===== src/rtl/ssi_pkg.sv =====
// ssi_pkg: shared constants and types for the sorted set insert block.
// Used by the channel interfaces, the generic RAM instance and the top level.
// No dependencies.
package ssi_pkg;

   localparam int CAPACITY = 16;
   localparam int ADDR_W   = (CAPACITY > 1) ? $clog2(CAPACITY) : 1;
   localparam int CNT_W    = $clog2(CAPACITY + 1);
   localparam int VALUE_W  = 32;
   localparam int POS_W    = 4;
   localparam int COUNT_W  = 5;

   typedef enum logic [1:0] {
      ST_INSERTED  = 2'd0,
      ST_DUPLICATE = 2'd1,
      ST_FULL      = 2'd2
   } status_type;

   typedef logic [CNT_W-1:0] cnt_type;

   // low bits of a count-wide value, zero extended first for small capacities
   function automatic logic [POS_W-1:0] to_pos(cnt_type v);
      logic [CNT_W+COUNT_W-1:0] ext;
      ext = {{COUNT_W{1'b0}}, v};
      return ext[POS_W-1:0];
   endfunction

   function automatic logic [COUNT_W-1:0] to_count(cnt_type v);
      logic [CNT_W+COUNT_W-1:0] ext;
      ext = {{COUNT_W{1'b0}}, v};
      return ext[COUNT_W-1:0];
   endfunction

endpackage


===== src/rtl/ssi_req_if.sv =====
// ssi_req_if: request channel carrying one value to insert.
// Depends on ssi_pkg.
interface ssi_req_if;
   logic                                valid;
   logic                                ready;
   logic signed [ssi_pkg::VALUE_W-1:0]  new_value;

   modport source (output valid, output new_value, input ready);
   modport sink   (input valid, input new_value, output ready);
endinterface


===== src/rtl/ssi_rsp_if.sv =====
// ssi_rsp_if: response channel carrying status, position and entry count.
// Depends on ssi_pkg.
interface ssi_rsp_if;
   logic                            valid;
   logic                            ready;
   ssi_pkg::status_type             status;
   logic [ssi_pkg::POS_W-1:0]       insert_position;
   logic [ssi_pkg::COUNT_W-1:0]     entry_count;

   modport source (output valid, output status, output insert_position,
                   output entry_count, input ready);
   modport sink   (input valid, input status, input insert_position,
                   input entry_count, output ready);
endinterface


===== src/rtl/sorted_set_insert_top.sv =====
// sorted_set_insert_top: bounded ascending set of signed values with insert.
// Depends on ssi_pkg, ssi_req_if, ssi_rsp_if and ssi_ram.
//
//   channel   dir   handshake          payload
//   req_bus   in    valid / ready      new_value
//   rsp_bus   out   valid / ready      status, insert_position, entry_count
//
// one transaction at a time: ready only while idle. a walk through the entry
// RAM (one read per cycle) finds the slot, a second walk moves larger entries
// up one slot (read and write each cycle), then the value is written.
// an insert at slot p with n entries shifts the n - p entries above it; rejects
// skip the shift and the write, with p the slot where the walk stops.
// reset clears the state, the count and the response valid only.
// a stalled response holds in its register; the next request is taken once
// the result is loaded there.
module sorted_set_insert_top (
   input  logic          clock,
   input  logic          reset,
   ssi_req_if.sink       req_bus,
   ssi_rsp_if.source     rsp_bus
);

   localparam int AW = ssi_pkg::ADDR_W;
   localparam int CW = ssi_pkg::CNT_W;

   typedef enum logic [2:0] {
      S_IDLE,
      S_SEARCH,
      S_SHIFT,
      S_PLACE,
      S_REPLY
   } state_type;

   state_type                           state_ff, state_in;
   ssi_pkg::cnt_type                    count_ff, count_in;
   ssi_pkg::cnt_type                    idx_ff, idx_in;
   ssi_pkg::cnt_type                    pos_ff, pos_in;
   logic signed [ssi_pkg::VALUE_W-1:0]  value_ff, value_in;
   ssi_pkg::status_type                 status_ff, status_in;
   logic                                rsp_valid_ff, rsp_valid_in;
   ssi_pkg::status_type                 rsp_status_ff, rsp_status_in;
   logic [ssi_pkg::POS_W-1:0]           rsp_pos_ff, rsp_pos_in;
   logic [ssi_pkg::COUNT_W-1:0]         rsp_count_ff, rsp_count_in;

   logic                                wr_en;
   logic [AW-1:0]                       wr_addr;
   logic [ssi_pkg::VALUE_W-1:0]         wr_data;
   logic [AW-1:0]                       rd_addr;
   logic [ssi_pkg::VALUE_W-1:0]         rd_data;

   ssi_pkg::cnt_type                    idx_inc;
   ssi_pkg::cnt_type                    idx_dec;
   ssi_pkg::cnt_type                    idx_dec2;
   ssi_pkg::cnt_type                    count_dec;
   logic                                at_end;
   logic                                below;
   logic                                hit;

   ssi_ram #(
      .WIDTH (ssi_pkg::VALUE_W),
      .DEPTH (ssi_pkg::CAPACITY)
   ) u_entries (
      .clock   (clock),
      .wr_en   (wr_en),
      .wr_addr (wr_addr),
      .wr_data (wr_data),
      .rd_addr (rd_addr),
      .rd_data (rd_data)
   );

   assign idx_inc   = idx_ff + CW'(1);
   assign idx_dec   = idx_ff - CW'(1);
   assign idx_dec2  = idx_ff - CW'(2);
   assign count_dec = count_ff - CW'(1);
   assign at_end    = (idx_ff == count_ff);
   assign below     = $signed(rd_data) < value_ff;
   assign hit       = !at_end && ($signed(rd_data) == value_ff);

   always_comb begin
      state_in      = state_ff;
      count_in      = count_ff;
      idx_in        = idx_ff;
      pos_in        = pos_ff;
      value_in      = value_ff;
      status_in     = status_ff;
      rsp_valid_in  = rsp_valid_ff;
      rsp_status_in = rsp_status_ff;
      rsp_pos_in    = rsp_pos_ff;
      rsp_count_in  = rsp_count_ff;
      wr_en         = 1'b0;
      wr_addr       = idx_ff[AW-1:0];
      wr_data       = rd_data;
      rd_addr       = '0;

      if (rsp_valid_ff && rsp_bus.ready) begin
         rsp_valid_in = 1'b0;
      end

      unique case (state_ff)
         S_IDLE: begin
            // slot 0 is read on accept so the walk starts with data in hand
            rd_addr = '0;
            if (req_bus.valid) begin
               value_in = req_bus.new_value;
               idx_in   = '0;
               state_in = S_SEARCH;
            end
         end
         S_SEARCH: begin
            rd_addr = idx_inc[AW-1:0];
            if (at_end || !below) begin
               pos_in = idx_ff;
               if (hit) begin
                  status_in = ssi_pkg::ST_DUPLICATE;
                  state_in  = S_REPLY;
               end else if (count_ff == CW'(ssi_pkg::CAPACITY)) begin
                  status_in = ssi_pkg::ST_FULL;
                  pos_in    = '0;
                  state_in  = S_REPLY;
               end else if (at_end) begin
                  status_in = ssi_pkg::ST_INSERTED;
                  state_in  = S_PLACE;
               end else begin
                  // move entries from the top down, starting at the last one
                  status_in = ssi_pkg::ST_INSERTED;
                  rd_addr   = count_dec[AW-1:0];
                  idx_in    = count_ff;
                  state_in  = S_SHIFT;
               end
            end else begin
               idx_in = idx_inc;
            end
         end
         S_SHIFT: begin
            // rd_data holds entry idx-1, written one slot up
            wr_en   = 1'b1;
            wr_addr = idx_ff[AW-1:0];
            wr_data = rd_data;
            rd_addr = idx_dec2[AW-1:0];
            idx_in  = idx_dec;
            if (idx_dec == pos_ff) begin
               state_in = S_PLACE;
            end
         end
         S_PLACE: begin
            wr_en    = 1'b1;
            wr_addr  = pos_ff[AW-1:0];
            wr_data  = value_ff;
            count_in = count_ff + CW'(1);
            state_in = S_REPLY;
         end
         S_REPLY: begin
            if (!rsp_valid_ff || rsp_bus.ready) begin
               rsp_valid_in  = 1'b1;
               rsp_status_in = status_ff;
               rsp_pos_in    = ssi_pkg::to_pos(pos_ff);
               rsp_count_in  = ssi_pkg::to_count(count_ff);
               state_in      = S_IDLE;
            end
         end
         default: begin
            state_in = S_IDLE;
         end
      endcase
   end

   always_ff @(posedge clock) begin
      if (reset) begin
         state_ff     <= S_IDLE;
         count_ff     <= '0;
         rsp_valid_ff <= 1'b0;
      end else begin
         state_ff     <= state_in;
         count_ff     <= count_in;
         rsp_valid_ff <= rsp_valid_in;
      end
      idx_ff        <= idx_in;
      pos_ff        <= pos_in;
      value_ff      <= value_in;
      status_ff     <= status_in;
      rsp_status_ff <= rsp_status_in;
      rsp_pos_ff    <= rsp_pos_in;
      rsp_count_ff  <= rsp_count_in;
   end

   assign req_bus.ready           = (state_ff == S_IDLE);
   assign rsp_bus.valid           = rsp_valid_ff;
   assign rsp_bus.status          = rsp_status_ff;
   assign rsp_bus.insert_position = rsp_pos_ff;
   assign rsp_bus.entry_count     = rsp_count_ff;

endmodule


===== src/rtl/ssi_ram.sv =====
// ssi_ram: generic single write port, single read port RAM with registered read.
// No dependencies.
module ssi_ram #(
   parameter int WIDTH = 32,
   parameter int DEPTH = 16
) (
   input  logic                             clock,
   input  logic                             wr_en,
   input  logic [$clog2(DEPTH)-1:0]         wr_addr,
   input  logic [WIDTH-1:0]                 wr_data,
   input  logic [$clog2(DEPTH)-1:0]         rd_addr,
   output logic [WIDTH-1:0]                 rd_data
);

   logic [WIDTH-1:0] mem_ff [DEPTH];
   logic [WIDTH-1:0] rd_data_ff;

   always_ff @(posedge clock) begin
      if (wr_en) begin
         mem_ff[wr_addr] <= wr_data;
      end
      rd_data_ff <= mem_ff[rd_addr];
   end

   assign rd_data = rd_data_ff;

endmodule


===== src/flat_wrapper.sv =====
// flat-port wrapper written by rule: the top's interface ports become plain ports
module sorted_set_insert_top_flat 
  (clock, reset, req_bus_valid, req_bus_new_value, req_bus_ready, rsp_bus_valid, rsp_bus_status, rsp_bus_insert_position, rsp_bus_entry_count, rsp_bus_ready);
  ssi_req_if req_bus_i ();
  ssi_rsp_if rsp_bus_i ();
  input  logic clock;
  input  logic reset;
  input wire logic [$bits(req_bus_i.valid)-1:0] req_bus_valid;
  input wire logic [$bits(req_bus_i.new_value)-1:0] req_bus_new_value;
  output wire logic [$bits(req_bus_i.ready)-1:0] req_bus_ready;
  output wire logic [$bits(rsp_bus_i.valid)-1:0] rsp_bus_valid;
  output wire logic [$bits(rsp_bus_i.status)-1:0] rsp_bus_status;
  output wire logic [$bits(rsp_bus_i.insert_position)-1:0] rsp_bus_insert_position;
  output wire logic [$bits(rsp_bus_i.entry_count)-1:0] rsp_bus_entry_count;
  input wire logic [$bits(rsp_bus_i.ready)-1:0] rsp_bus_ready;
  assign req_bus_i.valid = req_bus_valid;
  assign req_bus_i.new_value = req_bus_new_value;
  assign req_bus_ready = req_bus_i.ready;
  assign rsp_bus_valid = rsp_bus_i.valid;
  assign rsp_bus_status = rsp_bus_i.status;
  assign rsp_bus_insert_position = rsp_bus_i.insert_position;
  assign rsp_bus_entry_count = rsp_bus_i.entry_count;
  assign rsp_bus_i.ready = rsp_bus_ready;
  sorted_set_insert_top u_core (.clock(clock), .reset(reset), .req_bus(req_bus_i), .rsp_bus(rsp_bus_i));
endmodule

===== config.mk =====
export PLATFORM = sky130hd
export DESIGN_NAME = sorted_set_insert_top_flat
export DESIGN_NICKNAME = d
export VERILOG_FILES = /design/src/rtl/ssi_pkg.sv /design/src/rtl/ssi_req_if.sv /design/src/rtl/ssi_rsp_if.sv /design/src/rtl/sorted_set_insert_top.sv /design/src/rtl/ssi_ram.sv /design/src/flat_wrapper.sv
export SDC_FILE = /design/constraint.sdc
export NUM_CORES = 1
export LEC_CHECK = 0
export ABC_AREA = 1
export BUFFER_PORTS_ARGS = -buffer_cell sky130_fd_sc_hd__buf_4
export CORE_ASPECT_RATIO = 0.9
export CORE_MARGIN = 3
export CORE_UTILIZATION = 29
export DETAILED_ROUTE_END_ITERATION = 8
export HOLD_SLACK_MARGIN = 0.15
export PLACE_DENSITY = 0.49
export REMOVE_ABC_BUFFERS = 1
export SLEW_MARGIN = 10
export SYNTH_ARGS = -nofsm -noshare
export SYNTH_HDL_FRONTEND = slang
export SYNTH_HIERARCHICAL = 1
export SYNTH_SLANG_ARGS = --single-unit

===== constraint.sdc =====
create_clock -name clock -period 5.5 [get_ports clock]
set_clock_uncertainty 0.2 [all_clocks]
set_input_delay 1.1 -clock clock [delete_from_list [all_inputs] [get_ports clock]]
set_output_delay 1.1 -clock clock [all_outputs]
set_load 0.05 [all_outputs]

== Word-level counts from Yosys, hierarchy flattened ==
Memory sizes are Yosys's and may differ from the RTL's. A register that Yosys moved wholly into a read port is not among the register bits.
Index checks and enable logic that the tools add are counted.

* Input port bits: 36
* Output and inout port bits: 13
* Logic and storage cells: 77
* Bits in writable memories: 512
* Register bits after elaboration: 64
* Memories kept: 1

{| class="wikitable"
|+ Memory list
! memory !! words !! bits a word !! read ports !! clocked after Yosys merged registers in !! write ports !! line !! RTL
|-
| u_core.u_entries.mem_ff || 16 || 32 || 1 || 1 || 1 || ssi_ram.sv:15 || <nowiki>logic [WIDTH-1:0] mem_ff [DEPTH];</nowiki>
|}

* Reduce and logical (&&, ||, !) cells: 15
* $lt $le $gt $ge: 1
* Add/subtract/negate cells: 5
* Mux-type cells: 30
* Eq/ne operators: 15

{| class="wikitable"
|+ Operators with widths
! kind !! number
|-
| $mux 5 || 7
|-
| $eq 32x32->1 || 1
|-
| $lt 32x32->1 || 1
|-
| $mux 32 || 1
|-
| $mux 4 || 5
|-
| $mux 3 || 6
|-
| $pmux 3 s5 || 1
|-
| $pmux 5 s3 || 1
|-
| $add 5x1->5 const B || 2
|-
| $eq 5x5->1 || 2
|-
| $ne 3x3->1 const B || 3
|-
| $pmux 4 s2 || 1
|-
| $mux 1 || 7
|-
| $eq 3x2->1 const B || 2
|-
| $ne 2x1->1 const B || 3
|-
| $reduce_and 2->1 || 3
|-
| $eq 5x5->1 const B || 1
|-
| $reduce_and 5->1 || 1
|-
| $sub 5x1->5 const B || 1
|-
| $reduce_and 4->1 || 1
|-
| $sub 4x1->4 const B || 1
|-
| $sub 4x2->4 const B || 1
|-
| $eq 3x1->1 const B || 1
|-
| $eq 3x3->1 const B || 1
|-
| 8 further kinds || 12
|}

== Depth between registers and ports, before layout ==
Gate-level depths: netlist of the first run.

* Depth in word-level cells: 6
* Depth in mapped cells: 28
* Depth with buffers taken out: 25

== Hierarchy ==
Netlist of the first run, hierarchy kept.

{| class="wikitable"
|+ Modules (own cells, without submodules)
! module !! area each (um^2) !! instances !! cells each
|-
| ssi_ram || 22730.6 || 1 || 2120
|-
| sorted_set_insert_top || 4124.0 || 1 || 484
|}

== Least setup slack after synthesis of the first run ==
No wires, ideal clock.

* Path kind: in2reg
* From: input port req_bus_valid
* To: register u_core/value_ff[0] in the netlist's numbering (enable)
* Path buffers: 0
* Path slack: 0.606 ns
* Setup time: 0.502 ns
* Arrival time: 4.193 ns
* Cell stages on the path: 2
* Path through: inv_1 nor4_1

* Longest elaborated chain between the ends: 1

{| class="wikitable"
|+ Ends and longest elaborated chain
! element !! line !! RTL
|-
| start: declaration || flat_wrapper.sv:8 || <nowiki>input wire logic [$bits(req_bus_i.valid)-1:0] req_bus_valid;</nowiki>
|-
| $reduce_and 2->1 (no line) || n/a ||
|-
| end signal: assignment || sorted_set_insert_top.sv:179 || <nowiki>value_ff <= value_in;</nowiki>
|-
| end: declaration || sorted_set_insert_top.sv:38 || <nowiki>logic signed [ssi_pkg::VALUE_W-1:0] value_ff, value_in;</nowiki>
|}

No other way between the ends.
A chain may end at the register's enable or synchronous reset.

== Final worst setup path of the first run ==
* From: register u_core/value_ff[7] in the netlist's numbering
* To: register u_core.u_entries.rd_data_ff[23] (netlist: u_core/u_entries/rd_data[23]) (read register of u_core.u_entries.mem_ff)

* Longest elaborated chain between the ends: 5

{| class="wikitable"
|+ Ends and longest elaborated chain
! element !! line !! RTL
|-
| $lt 32x32->1 / $eq 32x32->1 (equally long branches) || sorted_set_insert_top.sv:76, sorted_set_insert_top.sv:77 ||
|-
| $logic_not 1->1 / $logic_and 1x1->1 (equally long branches) || sorted_set_insert_top.sv:111, sorted_set_insert_top.sv:77 ||
|-
| $logic_or 1x1->1 / $mux 4 (equally long branches) || sorted_set_insert_top.sv:111, sorted_set_insert_top.sv:113 ||
|-
| $mux 4 * || sorted_set_insert_top.sv:111 || <nowiki>if (at_end || !below) begin</nowiki>
|-
| $pmux 4 s2 * || sorted_set_insert_top.sv:99 || <nowiki>unique case (state_ff)</nowiki>
|-
| via u_core.rd_addr[0] || sorted_set_insert_top.sv:48 || <nowiki>logic [AW-1:0] rd_addr;</nowiki>
|-
| end: declaration || ssi_ram.sv:16 || <nowiki>logic [WIDTH-1:0] rd_data_ff;</nowiki>
|}

The timed path passes the listed nets; every way through them passes the cells marked *.

==> metrics.txt, run 1 <==
routed wire length a little over 70000 um; Final Max Slew Viols 0; largest family of logic cells by synthesized area simple AND/OR/NAND/NOR gates; critical path class flop to flop; Cell variety after synth 43; Final ANT Viol Nets 0; Layout area overhead 14.9%; Max clock buf depth 3; DR WL/cell 18.4 um; Clock Sinks 608; core footprint 0.0914 mm^2; fin crit period 4.28 ns; Tcrit/Tclk final a little under 80%; Crit path required time 5.77 ns; antenna violations before repair 0; filler cell count 9286; IO Pins 49; status complete, no violations; clk_lat worst skew 0.60 ns; number of DRC markers in iteration 0 1736; FMAX 234 MHz; DR vias 17484; Yosys warnings 6; Root Buffer clkbuf_16; Lkg Pwr roughly 13 nW; register clock-pin slew on the reported worst setup and hold paths roughly 0.06 ns; Total Routing Usage GR 14.9%; WHS 0.217 ns; Slew @ Worst Pin approximately 1.2 ns; unrepaired setup endpoints after global routing false; Chip Width between 300 and 400 um; fin cells 3933; Synth Area in Simple Gates roughly a fifth; Synth Register Bits 608; xor and xnor area share after synthesis 0.480%; Fin. Hold Viols 0; DP Wirelength between 30000 and 40000 um; vias in the first global route between 15000 and 20000; Num CTS Buffers between 60 and 70; Setup crit start kind flop; Avg Inst Size Synth ~10 um^2; fin nets 2727; max cap viols 0; hold-fix buffers at CTS 0; critical path arrival 4.55 ns; dpl cells 3813; Multi-input gate area 0.00666 mm^2; Setup crit end kind flop; Tot Pwr between 0.015 and 0.02 W; Compound-Gate Fraction of Synth Area 1.76%; Crit path largest cell delay 0.45 ns; post-synthesis mux area share 0%; CP bufs+invs 4; I/O Buffers 48; Max Fanout on Critical Path 120; Final Wtd Congestion 0.771; die area 0.0963 mm^2; Synth Area in Adders about 1.9%; post-synthesis sequential area ratio around two thirds; First-pass DRT Iterations 7; Mapped Cells 2604; site row count approximately 110; number of setup buffers added after CTS 0; pwr/cell area ~590 mW/mm^2; CTS tree done; setup violators final 0; H-tree level count 3; mapped cell area 0.0269 mm^2; Worst VDD drop 0.000598 V; vias per cell 4.45; Worst path slowest cell buf_12; Min-Delay Path Class flop to flop; Die H 295 um; commonest non-fill, non-tap cell in the layout nand2_1; cells resized by post-CTS repair 0; register area approximately 0.018 mm^2; drt drc 0; most frequent cells in the layout 800 x nand2_1, 567 x edfxtp_1, 453 x inv_1, 398 x nand3_1, 75 x buf_4; GRT overflow 0; Starting Density 29.4%; most used cell, CP nand2_1; maximum number of pins on one net before global-route repair 129; slew margin rel. 22.3%; first-pass GRT wire length 108000 um; cells along the critical path inv_1 > ha_1 > nand2_1 > nor2_1 > nand4_1 > nor2_1 > nand2_1 > nor2_4 > inv_4 > nand2_1 > o21ai_1 > nand2_1 > o21ai_1 > o21ai_4 > buf_12 > buf_12 > nand2_1 > nand3_1 > nand3_1 > nand3_1 > nand2_1; # diodes 0; share of cells above drive strength 1 9.14%; delay-heaviest family, CP simple AND/OR/NAND/NOR gates
cell usage after synthesis (all sizes together):
cell type | instances | share of area (%)
o21a | 2 | 0.056
nand3b | 2 | 0.056
nor3 | 4 | 0.12
clkbuf | 19 | 0.27
o21ai | 55 | 1.0
xor2 | 11 | 0.41
nand2 | 806 | 11
o22ai | 2 | 0.070
nor2 | 53 | 0.82
xnor2 | 2 | 0.065
buf | 95 | 2.5
edfxtp | 567 | 63
clkinv | 1 | 0.014
or2 | 1 | 0.023
o211ai | 4 | 0.11
nor4 | 2 | 0.047
a21o | 1 | 0.028
ha | 40 | 1.9
a211oi | 1 | 0.028
inv | 466 | 6.5
o311ai | 1 | 0.033
nand4 | 5 | 0.14
nand3 | 402 | 7.6
a21oi | 21 | 0.41
dfxtp | 41 | 3.1
registers in the layout (all words and copies together) (netlist names):
name and cells:
u_core/count_ff 5, u_core/idx_ff 5, u_core/pos_ff 5, u_core/rsp_bus.entry_count 5
u_core/rsp_bus.insert_position 4, u_core/rsp_bus.status 2, u_core/rsp_bus.valid 1, u_core/state_ff 3
u_core/status_ff 2, u_core/u_entries/mem_ff 512, u_core/u_entries/rd_data 32, u_core/value_ff 32
power breakdown:
group / total [W] / internal (W) / switching, W
clock network: 0.00436 / 0.00253 / 0.00183
registers: 0.00650 / 0.00630 / 0.000199
logic: 0.00740 / 0.00205 / 0.00535
total: 0.0183 / 0.0109 / 0.00738
metal layers:
metal | part of all wire [%] | GRT usage (%)
met3 | 4.1 | 2.06
met2 | 46 | 24.0
met1 | 48 | 21.2
met4 | 2.1 | 3.97
met5 | 0 | 0
worst paths after layout:
kind | start | slack, ns | end | cells past startpoint
setup / recovery | u_core/value_ff[7] | 1.22 | u_core/u_entries/rd_data[23] | 21
hold / removal | u_core/status_ff[0] | 0.22 | u_core/rsp_bus.status[0] | 0
setup reg to reg | u_core/value_ff[7] | 1.22 | u_core/u_entries/rd_data[23] | 21
hold reg to reg | u_core/status_ff[0] | 0.22 | u_core/rsp_bus.status[0] | 0
cell type report:
class / count / share of cell area [%]
flip-flops and latches: 608 / 57.8
multi-input cells: 1415 / 21.6
clock buffers: 93 / 6.21
inverters: 467 / 5.73
well taps: 1230 / 4.99
repair buffers: 93 / 2.99
clock inverters: 27 / 0.633
cell families (layout without fill, tap and decap cells):
| family | after synthesis | after routing |
|---|---|---|
| DFF | 608 | 608 |
| adders and majority gates | 40 | 40 |
| AOI/OAI and AO/OA | 87 | 87 |
| and+or+nand+nor | 1275 | 1275 |
| buffers and inverters | 581 | 680 |
| xor gates and xnor gates | 13 | 13 |
worst reg2reg max path, cell delays in order, from the launching register on:
cell and delay [ns]:
edfxtp_1 0.32, inv_1 0.10, ha_1 0.32, nand2_1 0.21, nor2_1 0.28, nand4_1 0.21
nor2_1 0.17, nand2_1 0.15, nor2_4 0.18, inv_4 0.06, nand2_1 0.05, o21ai_1 0.06
nand2_1 0.07, o21ai_1 0.09, o21ai_4 0.17, buf_12 0.37, buf_12 0.50, nand2_1 0.29
nand3_1 0.12, nand3_1 0.07, nand3_1 0.12, nand2_1 0.06
through the flow:
step	setup WS [ns]	utilization [%]	TNS [ns]	cell area, um^2
3_3_place_gp	1.26	31.4	0	28700
3_5_place_dp	1.25	31.4	0	28700
6_report	1.22	33.7	0	30900
2_1_floorplan	-9.93	-	-316.67	26100
4_1_cts	1.23	33.7	0	30900
5_1_grt	0.923	33.7	0	30900
Note: power is estimated with default switching activity, not from simulation.
==> run 2: changes to the inputs <==
==> constraint.sdc (replaced) <==
create_clock -name clock -period 4.3 [get_ports clock]
set_clock_uncertainty 0.2 [all_clocks]
set_input_delay 0.86 -clock clock [delete_from_list [all_inputs] [get_ports clock]]
set_output_delay 0.86 -clock clock [all_outputs]
set_load 0.05 [all_outputs]
==> metrics.txt, run 2 (synthesis gave the netlist of run 1 again) <==
DP Wirelength about 42000 um; fin crit period 3.85 ns; DR WL/cell between 15 and 20 um; register clock-pin slew on the reported worst setup and hold paths 0.06 ns; hold-fix buffers at CTS 0; unrepaired setup endpoints after global routing false; I/O Buffers 48; Min-Delay Path Class flop to flop; DR vias approximately 18000; status complete, no violations; slew margin rel. 20.1%; routed wire length between 70000 and 80000 um; site row count 105; worst reg2reg path depth 20; P_int 0.0146 W; Layout area overhead 17.3%; worst reg2reg path startpoint u_core/value_ff[15]; Setup crit end kind flop; Flop pwr share 34.1%; clk_lat worst skew 0.61 ns; Max clock buf depth 3; Tot Pwr 0.0243 W; maximum number of pins on one net before global-route repair 104; Setup crit start kind flop; Setup crit start u_core/value_ff[15]; critical path arrival 4.14 ns; Switching Fraction 39.9%; First-pass DRT Iterations 5; H-tree level count 3; register area 0.0178 mm^2; Total Routing Usage GR 15.5%; CTS tree done; Worst VDD drop 0.000673 V; Num CTS Buffers 67; # diodes 0; R2R setup slack 0.45 ns; Final Wtd Congestion approximately 0.8; pwr/cell area between 700 and 800 mW/mm^2; Clock Sinks 608; setup violators final 0; sw power approximately 0.0097 W; core footprint about 0.091 mm^2; max reg flops 512; number of setup buffers added after CTS 0; Starting Density between 20 and 30%; die area 0.0963 mm^2; Root Buffer clkbuf_16; drt drc 0; critical path class flop to flop; fin cells about 4000; number of DRC markers in iteration 0 1572; antenna violations before repair 0; FMAX 260 MHz; Max Fanout on Critical Path 81; vias per cell 4.43; Die H 295 um; first-pass GRT wire length 112000 um; Critical R2R Capture u_core/u_entries/rd_data[15]; vias in the first global route 16903; clock power share a little under a quarter; share of cells above drive strength 1 10.9%; filler cell count roughly 9400; Final ANT Viol Nets 0; Worst Setup EP u_core/u_entries/rd_data[15]; Multi-input gate area around 0.0067 mm^2; Chip Width 327 um; Final Max Slew Viols 0; most frequent cells in the layout 800 x nand2_1, 567 x edfxtp_1, 453 x inv_1, 398 x nand3_1, 116 x buf_4; IO Pins 49; Slew @ Worst Pin about 1.2 ns; commonest non-fill, non-tap cell in the layout nand2_1; fin nets 2782; cells resized by post-CTS repair 0; dpl cells around 3900; Tcrit/Tclk final 89.5%; GRT overflow 0; combinational share of power 42.2%; Fin. Hold Viols 0; Lkg Pwr between 10 and 15 nW; max cap viols 0; WHS between 0.2 and 0.25 ns; Crit path required time 4.59 ns; Most flops, register u_core/u_entries/mem_ff
run 2: worst min-delay path by stage:
stage                           from                  endpoint  slack, ns  depth (start not counted)
2_1_floorplan    u_core/status_ff[0]  u_core/rsp_bus.status[0]       0.20                          0
3_3_place_gp     u_core/status_ff[1]  u_core/rsp_bus.status[1]       0.20                          0
3_5_place_dp     u_core/status_ff[1]  u_core/rsp_bus.status[1]       0.20                          0
4_1_cts        req_bus_new_value[23]       u_core/value_ff[23]       0.18                          1
5_1_grt        req_bus_new_value[30]       u_core/value_ff[30]       0.20                          1
6_report         u_core/status_ff[0]  u_core/rsp_bus.status[0]       0.22                          0
run 2: final cells by class:
class                           count  share of cell area (%)
Multi-Input combinational cell   1415                    21.2
Clock inverter                     22                   0.791
Tap cell                         1230                    4.89
Inverter                          467                    5.62
Timing Repair Buffer              147                    4.74
Clock buffer                       98                    6.15
Sequential cell                   608                    56.7
run 2: power by group through the flow:
stage	registers [W]	clock network (W)	logic, W
global placement	0.00841	0	0.0103
detailed placement	0.00841	0	0.0103
floorplan	0.00842	0	0.00552
global route	0.00834	0.00615	0.0114
CTS	0.00829	0.00593	0.0103
finish	0.00829	0.00575	0.0102
run 2: per-stage QoR:
| stage | setup WS [ns] | area, um^2 | utilization (%) | setup TNS, ns |
|---|---|---|---|---|
| 2_1_floorplan | -11.13 | 26100 | - | -366.41 |
| 3_3_place_gp | 0.550 | 29300 | 32.1 | 0 |
| 3_5_place_dp | 0.534 | 29300 | 32.1 | 0 |
| 4_1_cts | 0.506 | 31500 | 34.4 | 0 |
| 5_1_grt | 0.168 | 31500 | 34.4 | 0 |
| 6_report | 0.450 | 31500 | 34.4 | 0 |
run 2: metal layers:
layer  vias to the layer above  GRT usage [%]  part of all wire [%]
met5                         -              0                     0
met1                      8477           22.1                    47
met2                       403           24.4                    45
met4                         0           4.43                   2.7
met3                       115           2.60                   4.7
li1                       8666              -                     -
run 2: critical path: stages (launching register included):
cell      delay, ns
edfxtp_1       0.33
inv_1          0.07
ha_1           0.30
nand2_1        0.07
nor2_1         0.34
nand2_1        0.19
nor2_1         0.22
nand2_1        0.15
nor2_4         0.17
inv_4          0.06
nand2_1        0.06
o21ai_1        0.06
nand2_1        0.07
o21ai_1        0.09
o21ai_4        0.35
buf_12         0.35
nand2_1        0.12
nand3_1        0.11
nand3_1        0.10
nand3_1        0.12
nand2_1        0.06
